$ cat src/rtl/assert_macros.svh
// assertion helpers for the automaton block
`ifndef ASSERT_MACROS_SVH
`define ASSERT_MACROS_SVH

// property must hold at every edge outside reset
`define CHK_ALWAYS(lbl, prop, msg) \
  lbl: assert property (@(posedge clk) disable iff (rst) (prop)) else $error(msg);

// antecedent implies consequent on the next edge
`define CHK_NEXT(lbl, ante, cons, msg) \
  lbl: assert property (@(posedge clk) disable iff (rst) (ante) |=> (cons)) else $error(msg);

`endif

$ cat src/rtl/nfa_pkg.sv
package nfa_pkg;
  localparam int NUM_STATES_DEF = 16;
  localparam int SYMBOL_BITS_DEF = 8;
  localparam int MAX_HW_STATES = 16;
  localparam int STATE_BITS = 4;
  localparam int SYM_W = 8;

  localparam logic [1:0] OP_WR_TRANS = 2'd0;
  localparam logic [1:0] OP_WR_EPS = 2'd1;
  localparam logic [1:0] OP_BEGIN = 2'd2;
  localparam logic [1:0] OP_SYMBOL = 2'd3;

  localparam logic CFG_INITIAL_STATE = 1'b0;
  localparam logic CFG_ACCEPT_MASK = 1'b1;

  // control record for the chain of cells; no cell in the project takes it
  typedef struct packed {
    logic load;   // clear accumulator at start of a pass
    logic take;   // cell contributes this cycle
  } nfa_ctl_t;
endpackage

$ cat src/rtl/nfa_cell.sv
// one cell per state: holds its epsilon row and ors it into the passing set when its state is in the set
module nfa_cell import nfa_pkg::*; #(
  parameter int NS = NUM_STATES_DEF,
  parameter int IDX = 0
) (
  input  logic          clk,
  input  logic          eps_we,
  input  logic [NS-1:0] eps_wdata,
  input  logic [NS-1:0] set_in,
  input  logic [NS-1:0] acc_in,
  output logic [NS-1:0] acc_out
);
  logic [NS-1:0] eps_row;

  always_ff @(posedge clk) begin
    if (eps_we) eps_row <= eps_wdata;
  end

  // combinational or of this state's row into the running accumulation
  always_comb begin
    acc_out = acc_in;
    if (set_in[IDX]) acc_out = acc_in | eps_row;
  end
endmodule
$ cat config.mk
export PLATFORM = sky130hd
export DESIGN_NAME = nfa_cell
export DESIGN_NICKNAME = d
export VERILOG_FILES = /design/src/rtl/assert_macros.svh /design/src/rtl/nfa_pkg.sv /design/src/rtl/nfa_cell.sv
export SDC_FILE = /design/constraint.sdc
export NUM_CORES = 1
export LEC_CHECK = 0
export BUFFER_PORTS_ARGS = -buffer_cell sky130_fd_sc_hd__buf_2
export CORE_MARGIN = 5
export CORE_UTILIZATION = 32
export CTS_BUF_LIST = sky130_fd_sc_hd__clkbuf_4
export DETAILED_ROUTE_END_ITERATION = 10
export GPL_ROUTABILITY_DRIVEN = 0
export PLACE_DENSITY = 0.84
export SLEW_MARGIN = 10
export SYNTH_ARGS = -nofsm -noshare
export SYNTH_HDL_FRONTEND = slang
export SYNTH_SLANG_ARGS = --single-unit
$ cat constraint.sdc
create_clock -name clk -period 0.8 [get_ports clk]
set_clock_uncertainty 0.1 [all_clocks]
set_input_delay 0.08 -clock clk [delete_from_list [all_inputs] [get_ports clk]]
set_output_delay 0.08 -clock clk [all_outputs]
set_load 0.01 [all_outputs]
==> results of run 1 <==
-- area by class of cell --
cell class,instances,area [um^2],share of cell area
clock buffer,3,22.5,0.0194
tap,27,33.8,0.0291
multi-input combinational,16,128,0.110
sequential,16,480,0.413
timing repair buffer,67,498,0.428
-- kinds of logic after synthesis --
logic type,share of synthesized area
flops,0.762
buf+inv,0.0357
compound gates,0.202
-- final timing paths --
path | slack (ns) | from | to
setup / recovery | -0.36 | eps_row[3] | acc_out[3]
hold / removal | 0.06 | eps_wdata[3] | eps_row[3]
-- stage by stage --
stage	cells	TNS (ns)
after floorplan	34	0
after global placement	110	-0.571
after detailed placement	110	-0.656
after CTS	129	-5.43
after global routing	129	-5.93
final	129	-5.22
-- power by group --
part           internal, mW  switching, mW  leakage (nW)
registers             0.995         0.0181         0.157
clock network         0.174          0.219        0.0138
logic                 0.237          0.135         0.399
total                  1.41          0.372         0.569
-- routing by layer --
layer | routed length [um] | global-route usage | vias to the layer above | share of wire
li1 | - | - | 270 | -
met1 | 564 | 0.0993 | 250 | 0.33
met2 | 1000 | 0.251 | 21 | 0.59
met3 | 110 | 0.0245 | 2 | 0.065
met4 | 17 | 0.0747 | 0 | 0.010
met5 | 0 | 0 | - | 0
-- layout by cell type (no fill, tap or decap) --
master,count
buf_2,40
edfxtp_1,16
dlygate4sd3_1,14
a21o_1,10
buf_6,10
a21o_2,6
clkbuf_4,3
dlymetal6s4s_1,2
buf_12,1
-- timing repair --
item	in CTS	in global routing
gates cloned	0	0
gates resized for setup	7	5
endpoints found under the hold margin	16	0
endpoints found under the setup margin	16	18
hold buffers	16	0
pin swaps	15	1
==> out/results.tsv, run 1 <==
stage	metric	value	unit
synthesis	synth_most_common_cell	edfxtp_1	
sta	finalSetupViolations	17	
synthesis	synth_seq_cells	16	
finish	design_area	1160	um^2
global_routing	grt.total_usage	0.121	
finish	largest_reg_flops	16	
route	drc	0	
placed_design	place_ws	-0.0639	ns
cts	cts_tree	yes	
setup_path	crit_path_cell_trace	a21o_1 > buf_6	
power	p_leak	0.569	nW
setup_path	slowest_stage	edfxtp_1	
setup_path	crit_arrival	0.98	ns
setup_path	cp-end-kind	primary output	
setup_path	path_depth	2	
route	num_vias	543	
route	ant_nets	0	
cts	cts_buffers	3	
finish	area_delta_synth_final	84.3	%
min_path	whs_path_depth	2	
sta	drv_slew	0	
status	violations	negative setup slack	
global_routing	grt_start_max_net_pins	17	
global_routing	overflow	0	
run	max_cap_viol_count	0	
power	p_total	1.78	mW
global_routing	grt_pass1_vias	592	
sta	setup_ws	-0.362	ns
power	power_density	1530	nW/um^2
route	routed_via_density	4.21	
synthesis	synth_seq_area_share	0.762	
cts	root_buffer	clkbuf_4	
sta	fmax	0.860	GHz
floorplan	die-area	2960	um^2
synthesis	synth_edf_count	16	
cts	htreeDepth	1	
synthesis	avgSynthCellArea	18.5	um^2
setup_path	cpLargestDelayFamily	flip-flops	
floorplan	die_w	54.4	um
setup_path	path_class	flip-flop to primary output	
synthesis	synth_commonest_cells	edfxtp_1, a21o_1, a21o_2	
route	routed_wl	1.69	mm
placed_design	postPlaceCellArea	912	um^2
floorplan	fp.coreArea	1920	um^2
sta	slew_headroom	0.813	
placed_design	numPortBuffers	50	
finish	drive_above_1_share	0.588	
route	drtPass1Iterations	2	
global_routing	grt_pass1_wl	2.40	mm
floorplan	die_height	54.4	um
synthesis	synthesis.area	631	um^2
cts	post_cts_buffers	0	
floorplan	io_pins	66	
synthesis	yosys_warnings	0	
finish	top_register	eps_row	
finish	top_regs	eps_row x16	
global_routing	antenna_found_initial	0	
power	peakVddDrop	1.25	mV
finish	diodes	0	
setup_path	cpPeakStageDelay	0.40	ns
cts	cts_buffer_depth	2	
sta	worstMarginPinSlew	0.280	ns
min_path	hold_class	input pin to flip-flop	
cts	clock_sinks	16	
synthesis	synthCells	34	
placed_design	hpwl	1.13	mm
setup_path	cp.required	0.62	ns
finish	fin_util	0.605	
synthesis	async_reset_ff_frac	0	
cts	clkTransAtPathRegs	0.09	ns
synthesis	synth_flop_cell	edfxtp_1	
synthesis	synth_nets	84	
sta	rsz0062_at_grt	true	
setup_path	worst_setup_path_start_kind	flip-flop	
sta	period_share	1.45	
synthesis	synth_top_cell_by_area	edfxtp_1	
finish	fin_nets	154	
synthesis	yosysUniqueCellTypes	4	
floorplan	start_util	0.328	
sta	whs	0.0589	ns
setup_path	cp_num_buf_inv	1	
setup_path	path_max_fanout	1	
finish	fillCellCount	158	
sta	period_needed	1.16	ns
route	wl_per_cell	13.1	um
floorplan	fp-row-count	16	
synthesis	synth_area_leaders	edfxtp_1, a21o_1, a21o_2	
sta	finalHoldViolations	0	
synthesis	synth.top_cell.area_share	0.762	
status	status	finished, violations left	
route	drt_iter0_markers	4	
(Power assumes the default switching activity.)
==> inputs of run 2 (changes only) <==
--- a/config.mk
+++ b/config.mk
@@ -7,12 +7,13 @@
 export LEC_CHECK = 0
 export BUFFER_PORTS_ARGS = -buffer_cell sky130_fd_sc_hd__buf_2
 export CORE_MARGIN = 5
-export CORE_UTILIZATION = 32
+export CORE_UTILIZATION = 35
 export CTS_BUF_LIST = sky130_fd_sc_hd__clkbuf_4
+export CTS_CLUSTER_DIAMETER = 80
 export DETAILED_ROUTE_END_ITERATION = 10
 export GPL_ROUTABILITY_DRIVEN = 0
-export PLACE_DENSITY = 0.84
-export SLEW_MARGIN = 10
+export PLACE_DENSITY = 0.87
+export SLEW_MARGIN = 20
 export SYNTH_ARGS = -nofsm -noshare
 export SYNTH_HDL_FRONTEND = slang
 export SYNTH_SLANG_ARGS = --single-unit
==> constraint.sdc (replaced) <==
create_clock -name clk -period 1.3 [get_ports clk]
set_clock_uncertainty 0.1 [all_clocks]
set_input_delay 0.13 -clock clk [delete_from_list [all_inputs] [get_ports clk]]
set_output_delay 0.13 -clock clk [all_outputs]
set_load 0.01 [all_outputs]
==> run 2 against run 1 <==
The flow now finishes without violations. Final area is 7.7% lower. Die area fell by 7.0%. Global-route usage rose by 1.9 points. Sequential cell count did not move. Wire length increased by 3.1%. Worst setup slack better by 0.44 ns. Critical path depth did not move. First-iteration DRC count is 130% higher. Combinational power down 48%. Final cell count shrank 2.3%. Critical endpoint is now acc_out[0]. Critical path type unchanged. Clock power is 38% lower. Worst hold slack gained 0.12 ns.
==> out/results.tsv, run 2 (synthesis results as in run 1) <==
stage	metric	value	unit	change
sta	period_share	0.940		
route	wl_per_cell	13.8	um	was 13.1 um
sta	setup_ws	0.0777	ns	was -0.362 ns
cts	root_buffer	clkbuf_4		unchanged
floorplan	io_pins	66		unchanged
cts	clkTransAtPathRegs	0.08	ns	was 0.09 ns
sta	fmax	0.818	GHz	
global_routing	grt.total_usage	0.141		was 0.121
floorplan	die_height	52.4	um	was 54.4 um
floorplan	start_util	0.365		was 0.328
setup_path	cp-end-kind	primary output		unchanged
setup_path	cpLargestDelayFamily	flip-flops		unchanged
cts	cts_buffers	3		unchanged
global_routing	antenna_found_initial	0		unchanged
sta	drv_slew	0		unchanged
floorplan	fp-row-count	15		was 16
sta	slew_headroom	0.771		was 0.813
finish	diodes	0		unchanged
sta	finalSetupViolations	0		was 17
finish	top_register	eps_row		unchanged
power	p_leak	0.517	nW	was 0.569 nW
setup_path	cpPeakStageDelay	0.38	ns	was 0.40 ns
setup_path	slowest_stage	edfxtp_1		unchanged
floorplan	fp.coreArea	1730	um^2	was 1920 um^2
power	peakVddDrop	0.592	mV	was 1.25 mV
finish	final_common_cell	buf_2		unchanged
cts	clock_sinks	16		unchanged
cts	cts_tree	yes		unchanged
route	drt_iter0_markers	9		was 4
cts	ctsResizeCount	0		was 7
setup_path	cp.required	1.07	ns	was 0.62 ns
finish	drive_above_1_share	0.584		was 0.588
finish	top_regs	eps_row x16		unchanged
power	power_density	987	nW/um^2	was 1530 nW/um^2
sta	rsz0062_at_grt	false		was true
cts	cts_buffer_depth	2		unchanged
finish	area_delta_synth_final	70.0	%	was 84.3%
route	num_vias	549		was 543
min_path	hold_class	input pin to flip-flop		unchanged
route	drc	0		unchanged
route	routed_via_density	4.36		was 4.21
cts	post_cts_buffers	0		unchanged
setup_path	crit_path_cell_trace	a21o_2 > buf_2		was a21o_1 > buf_6
route	routed_wl	1.75	mm	was 1.69 mm
setup_path	worst_setup_path_start_kind	flip-flop		unchanged
finish	largest_reg_flops	16		unchanged
global_routing	overflow	0		unchanged
sta	worstMarginPinSlew	0.343	ns	was 0.280 ns
finish	layout_common_cells	buf_2, edfxtp_1, dlygate4sd3_1		unchanged
sta	period_needed	1.22	ns	
power	p_total	1.06	mW	was 1.78 mW
run	max_cap_viol_count	0		unchanged
cts	htreeDepth	1		unchanged
floorplan	die_w	52.4	um	was 54.4 um
finish	fin_nets	153		was 154
status	status	complete, no violations		was finished, violations left
route	drtPass1Iterations	3		was 2
placed_design	place_ws	0.374	ns	was -0.0639 ns
setup_path	cp_num_buf_inv	1		unchanged
floorplan	die-area	2750	um^2	was 2960 um^2
sta	tns	0	ns	was -5.22 ns
setup_path	path_class	flip-flop to primary output		unchanged
global_routing	grt_pass1_vias	629		was 592
route	ant_nets	0		unchanged
global_routing	grt_pass1_wl	2.75	mm	was 2.40 mm
placed_design	numPortBuffers	50		unchanged
sta	finalHoldViolations	0		unchanged
setup_path	crit_arrival	0.99	ns	was 0.98 ns
global_routing	grt_start_max_net_pins	17		unchanged
setup_path	path_max_fanout	1		unchanged
==> run 2: power by group <==
group          total [mW]  switching [mW]  internal [mW]
sequential          0.623          0.0111          0.612
clock               0.242           0.135          0.107
combinational       0.192          0.0787          0.114
==> run 2: per-layer routing <==
metal / GRT usage / vias up / part of all wire
met4: 0.0511 / 0 / 0.017
met1: 0.130 / 257 / 0.30
met5: 0 / - / 0
li1: - / 267 / -
met2: 0.283 / 21 / 0.61
met3: 0.0370 / 4 / 0.074
==> run 2: per-stage QoR <==
stage	hold slack, ns	utilization	cell area, um^2	cells
floorplan	0.129	-	631	34
global placement	0.206	0.515	890	107
detailed placement	0.208	0.515	890	107
CTS	0.174	0.621	1070	126
global route	0.166	0.621	1070	126
finish	0.178	0.621	1070	126
==> run 2: final timing paths <==
path,startpoint,end,slack (ns),cells past startpoint
worst max-delay path,eps_row[0],acc_out[0],0.08,2
worst min-delay path,eps_we,eps_row[10],0.18,1
==> run 2: area by class of cell <==
| cell class | instances | area (um^2) |
|---|---|---|
| clock buffers | 3 | 22.5 |
| fillers | 145 | 654 |
| multi-input cells | 16 | 128 |
| flip-flops and latches | 16 | 480 |
| well taps | 25 | 31.3 |
| repair buffers | 66 | 410 |
==> run 2: timing repair <==
item | in CTS | in global routing
hold buffers | 16 | 0
setup endpoints to repair | 0 | 0
hold endpoints to repair | 16 | 0
==> inputs of run 3 (changes only) <==
--- a/config.mk
+++ b/config.mk
@@ -5,14 +5,15 @@
 export SDC_FILE = /design/constraint.sdc
 export NUM_CORES = 1
 export LEC_CHECK = 0
-export BUFFER_PORTS_ARGS = -buffer_cell sky130_fd_sc_hd__buf_2
-export CORE_MARGIN = 5
-export CORE_UTILIZATION = 35
+export CORE_AREA = 5 5 42 44
 export CTS_BUF_LIST = sky130_fd_sc_hd__clkbuf_4
 export CTS_CLUSTER_DIAMETER = 80
 export DETAILED_ROUTE_END_ITERATION = 10
+export DIE_AREA = 0 0 47 49
+export DONT_BUFFER_PORTS = 1
 export GPL_ROUTABILITY_DRIVEN = 0
-export PLACE_DENSITY = 0.87
+export GPL_TIMING_DRIVEN = 0
+export PLACE_DENSITY = 0.69
 export SLEW_MARGIN = 20
 export SYNTH_ARGS = -nofsm -noshare
 export SYNTH_HDL_FRONTEND = slang
==> constraint.sdc (replaced) <==
create_clock -name clk -period 1.5 [get_ports clk]
set_clock_uncertainty 0.1 [all_clocks]
set_input_delay 0.15 -clock clk [delete_from_list [all_inputs] [get_ports clk]]
set_output_delay 0.15 -clock clk [all_outputs]
set_load 0.01 [all_outputs]
==> run 3 against run 2 <==
Critical path depth fell by 1. Critical endpoint is now eps_row[0]. Final cell count fell by 44%. Critical path type is now input pin to flip-flop. Die area fell by 16%. Via count fell by 31%. Worst setup slack improved by 0.096 ns. Utilization fell by 1.9 points. Clock power fell by 15%. Final area fell by 21%. Sequential share of layout area rose by 12 points. Sequential cell count did not move. Total power fell by 20%.
==> out/results.tsv, run 3 (synthesis results as in run 1) <==
stage	metric	value	unit	change
status	status	complete, no violations		unchanged
finish	top_register	eps_row		unchanged
floorplan	die_height	49	um	was 52.4 um
sta	finalSetupViolations	0		unchanged
run	max_cap_viol_count	0		unchanged
global_routing	grt_pass1_wl	1.76	mm	was 2.75 mm
route	drt_iter0_markers	2		was 9
setup_path	worst_setup_path_start_kind	input pin		was flip-flop
setup_path	path_depth	1		was 2
sta	slew_headroom	0.545		was 0.771
global_routing	grt.total_usage	0.106		was 0.141
sta	period_share	0.884		
cts	htreeDepth	1		unchanged
sta	period_needed	1.33	ns	
floorplan	io_pins	66		unchanged
setup_path	path_class	input pin to flip-flop		was flip-flop to primary output
route	routed_via_density	5.39		was 4.36
finish	fillCellCount	113		was 145
setup_path	crit_arrival	1.13	ns	was 0.99 ns
power	p_leak	0.343	nW	was 0.517 nW
cts	clock_sinks	16		unchanged
route	drc	0		unchanged
finish	final_common_cell	dlygate4sd3_1		was buf_2
global_routing	overflow	0		unchanged
global_routing	grt_pass1_vias	405		was 629
finish	design_area	843	um^2	was 1070 um^2
route	drtPass1Iterations	2		was 3
global_routing	met1_usage	0.0869		was 0.130
global_routing	grt_util_met3	0.0480		was 0.0370
setup_path	cpLargestDelayFamily	buffers and inverters		was flip-flops
setup_path	cp-end-kind	flip-flop		was primary output
sta	worstMarginPinSlew	0.680	ns	was 0.343 ns
sta	finalHoldViolations	0		unchanged
finish	drive_above_1_share	0.204		was 0.584
cts	clkTransAtPathRegs	0.08	ns	about the same
finish	diodes	0		unchanged
route	wl_per_cell	18.1	um	was 13.8 um
floorplan	die-area	2300	um^2	was 2750 um^2
min_path	hold_class	input pin to primary output		was input pin to flip-flop
route	num_vias	377		was 549
power	peakVddDrop	0.693	mV	was 0.592 mV
setup_path	cp_num_buf_inv	1		unchanged
finish	top_regs	eps_row x16		unchanged
setup_path	crit_path_cell_trace	dlygate4sd3_1		was a21o_2 > buf_2
setup_path	cpPeakStageDelay	0.97	ns	was 0.38 ns
cts	cts_buffers	3		unchanged
power	power_density	1010	nW/um^2	was 987 nW/um^2
floorplan	start_util	0.450		was 0.365
sta	whs	0.292	ns	was 0.178 ns
route	ant_nets	0		unchanged
setup_path	worstSetupStartpoint	eps_we		was eps_row[0]
floorplan	fp-row-count	14		was 15
cts	root_buffer	clkbuf_4		unchanged
sta	fmax	0.754	GHz	
global_routing	grtUsageMet2	0.206		was 0.283
floorplan	fp.coreArea	1400	um^2	was 1730 um^2
sta	drv_slew	0		unchanged
placed_design	postPlaceCellArea	651	um^2	was 890 um^2
sta	rsz0062_at_grt	false		unchanged
cts	cts_tree	yes		unchanged
cts	post_cts_buffers	0		unchanged
global_routing	antenna_found_initial	0		unchanged
global_routing	grt-busiest-layer	met2		unchanged
finish	fin_nets	106		was 153
cts	ctsResizeCount	0		unchanged
placed_design	numPortBuffers	0		was 50
placed_design	hpwl	943	um	
setup_path	slowest_stage	dlygate4sd3_1		was edfxtp_1
cts	cts_buffer_depth	2		unchanged
finish	area_delta_synth_final	33.7	%	was 70.0%
floorplan	die_w	47	um	was 52.4 um
setup_path	path_max_fanout	16		was 1
sta	tns	0	ns	unchanged
setup_path	critPathCapture	eps_row[0]		was acc_out[0]
route	routed_wl	1.27	mm	was 1.75 mm
setup_path	cp.required	1.30	ns	was 1.07 ns
cts	cts_hold_buf	17		was 16
finish	largest_reg_flops	16		unchanged
finish	layout_common_cells	dlygate4sd3_1, edfxtp_1, a21o_1		was buf_2, edfxtp_1, dlygate4sd3_1
global_routing	grt_start_max_net_pins	17		unchanged
[run 3: cell types whose count changed in the layout (fill, tap and decap cells not counted)]
cell           delta
buf_2            -50
buf_6             +2
dlygate4sd3_1     +1
[run 3: power by group]
group	switching, mW	leakage [nW]	internal [mW]
Combinational	0.0480	0.173	0.0567
Clock	0.112	0.0138	0.0926
Sequential	0.00912	0.157	0.531
Total	0.170	0.343	0.680
[run 3: cell type report]
cell class | instances | area [um^2] | area share
tap | 16 | 20.0 | 0.0237
timing repair buffer | 17 | 170 | 0.202
buffer | 2 | 22.5 | 0.0267
sequential | 16 | 480 | 0.570
multi-input combinational | 16 | 128 | 0.151
clock buffer | 3 | 22.5 | 0.0267
[run 3: per-layer routing]
metal,share of wire,vias up
li1,-,175
met1,0.32,175
met2,0.55,27
met3,0.13,0
met4,0,0
met5,0,-
[run 3: metrics by stage]
step                       util  cells  power, mW  setup WS [ns]
after floorplan               -     34      0.603          0.686
after CTS                 0.602     70      0.869          0.180
after global routing      0.602     70      0.897          0.145
after global placement    0.464     50      0.612          0.658
after detailed placement  0.464     50      0.614          0.641
final                     0.602     70      0.850          0.173
[run 3: how the worst min path moves through the flow]
stage                  startpoint          end  cells after the start
finish                 acc_in[13]  acc_out[13]                      1
global route           acc_in[13]  acc_out[13]                      1
CTS                    acc_in[14]  acc_out[14]                      1
detailed placement  eps_wdata[11]  eps_row[11]                      0
global placement     eps_wdata[3]   eps_row[3]                      0
floorplan            eps_wdata[0]   eps_row[0]                      0
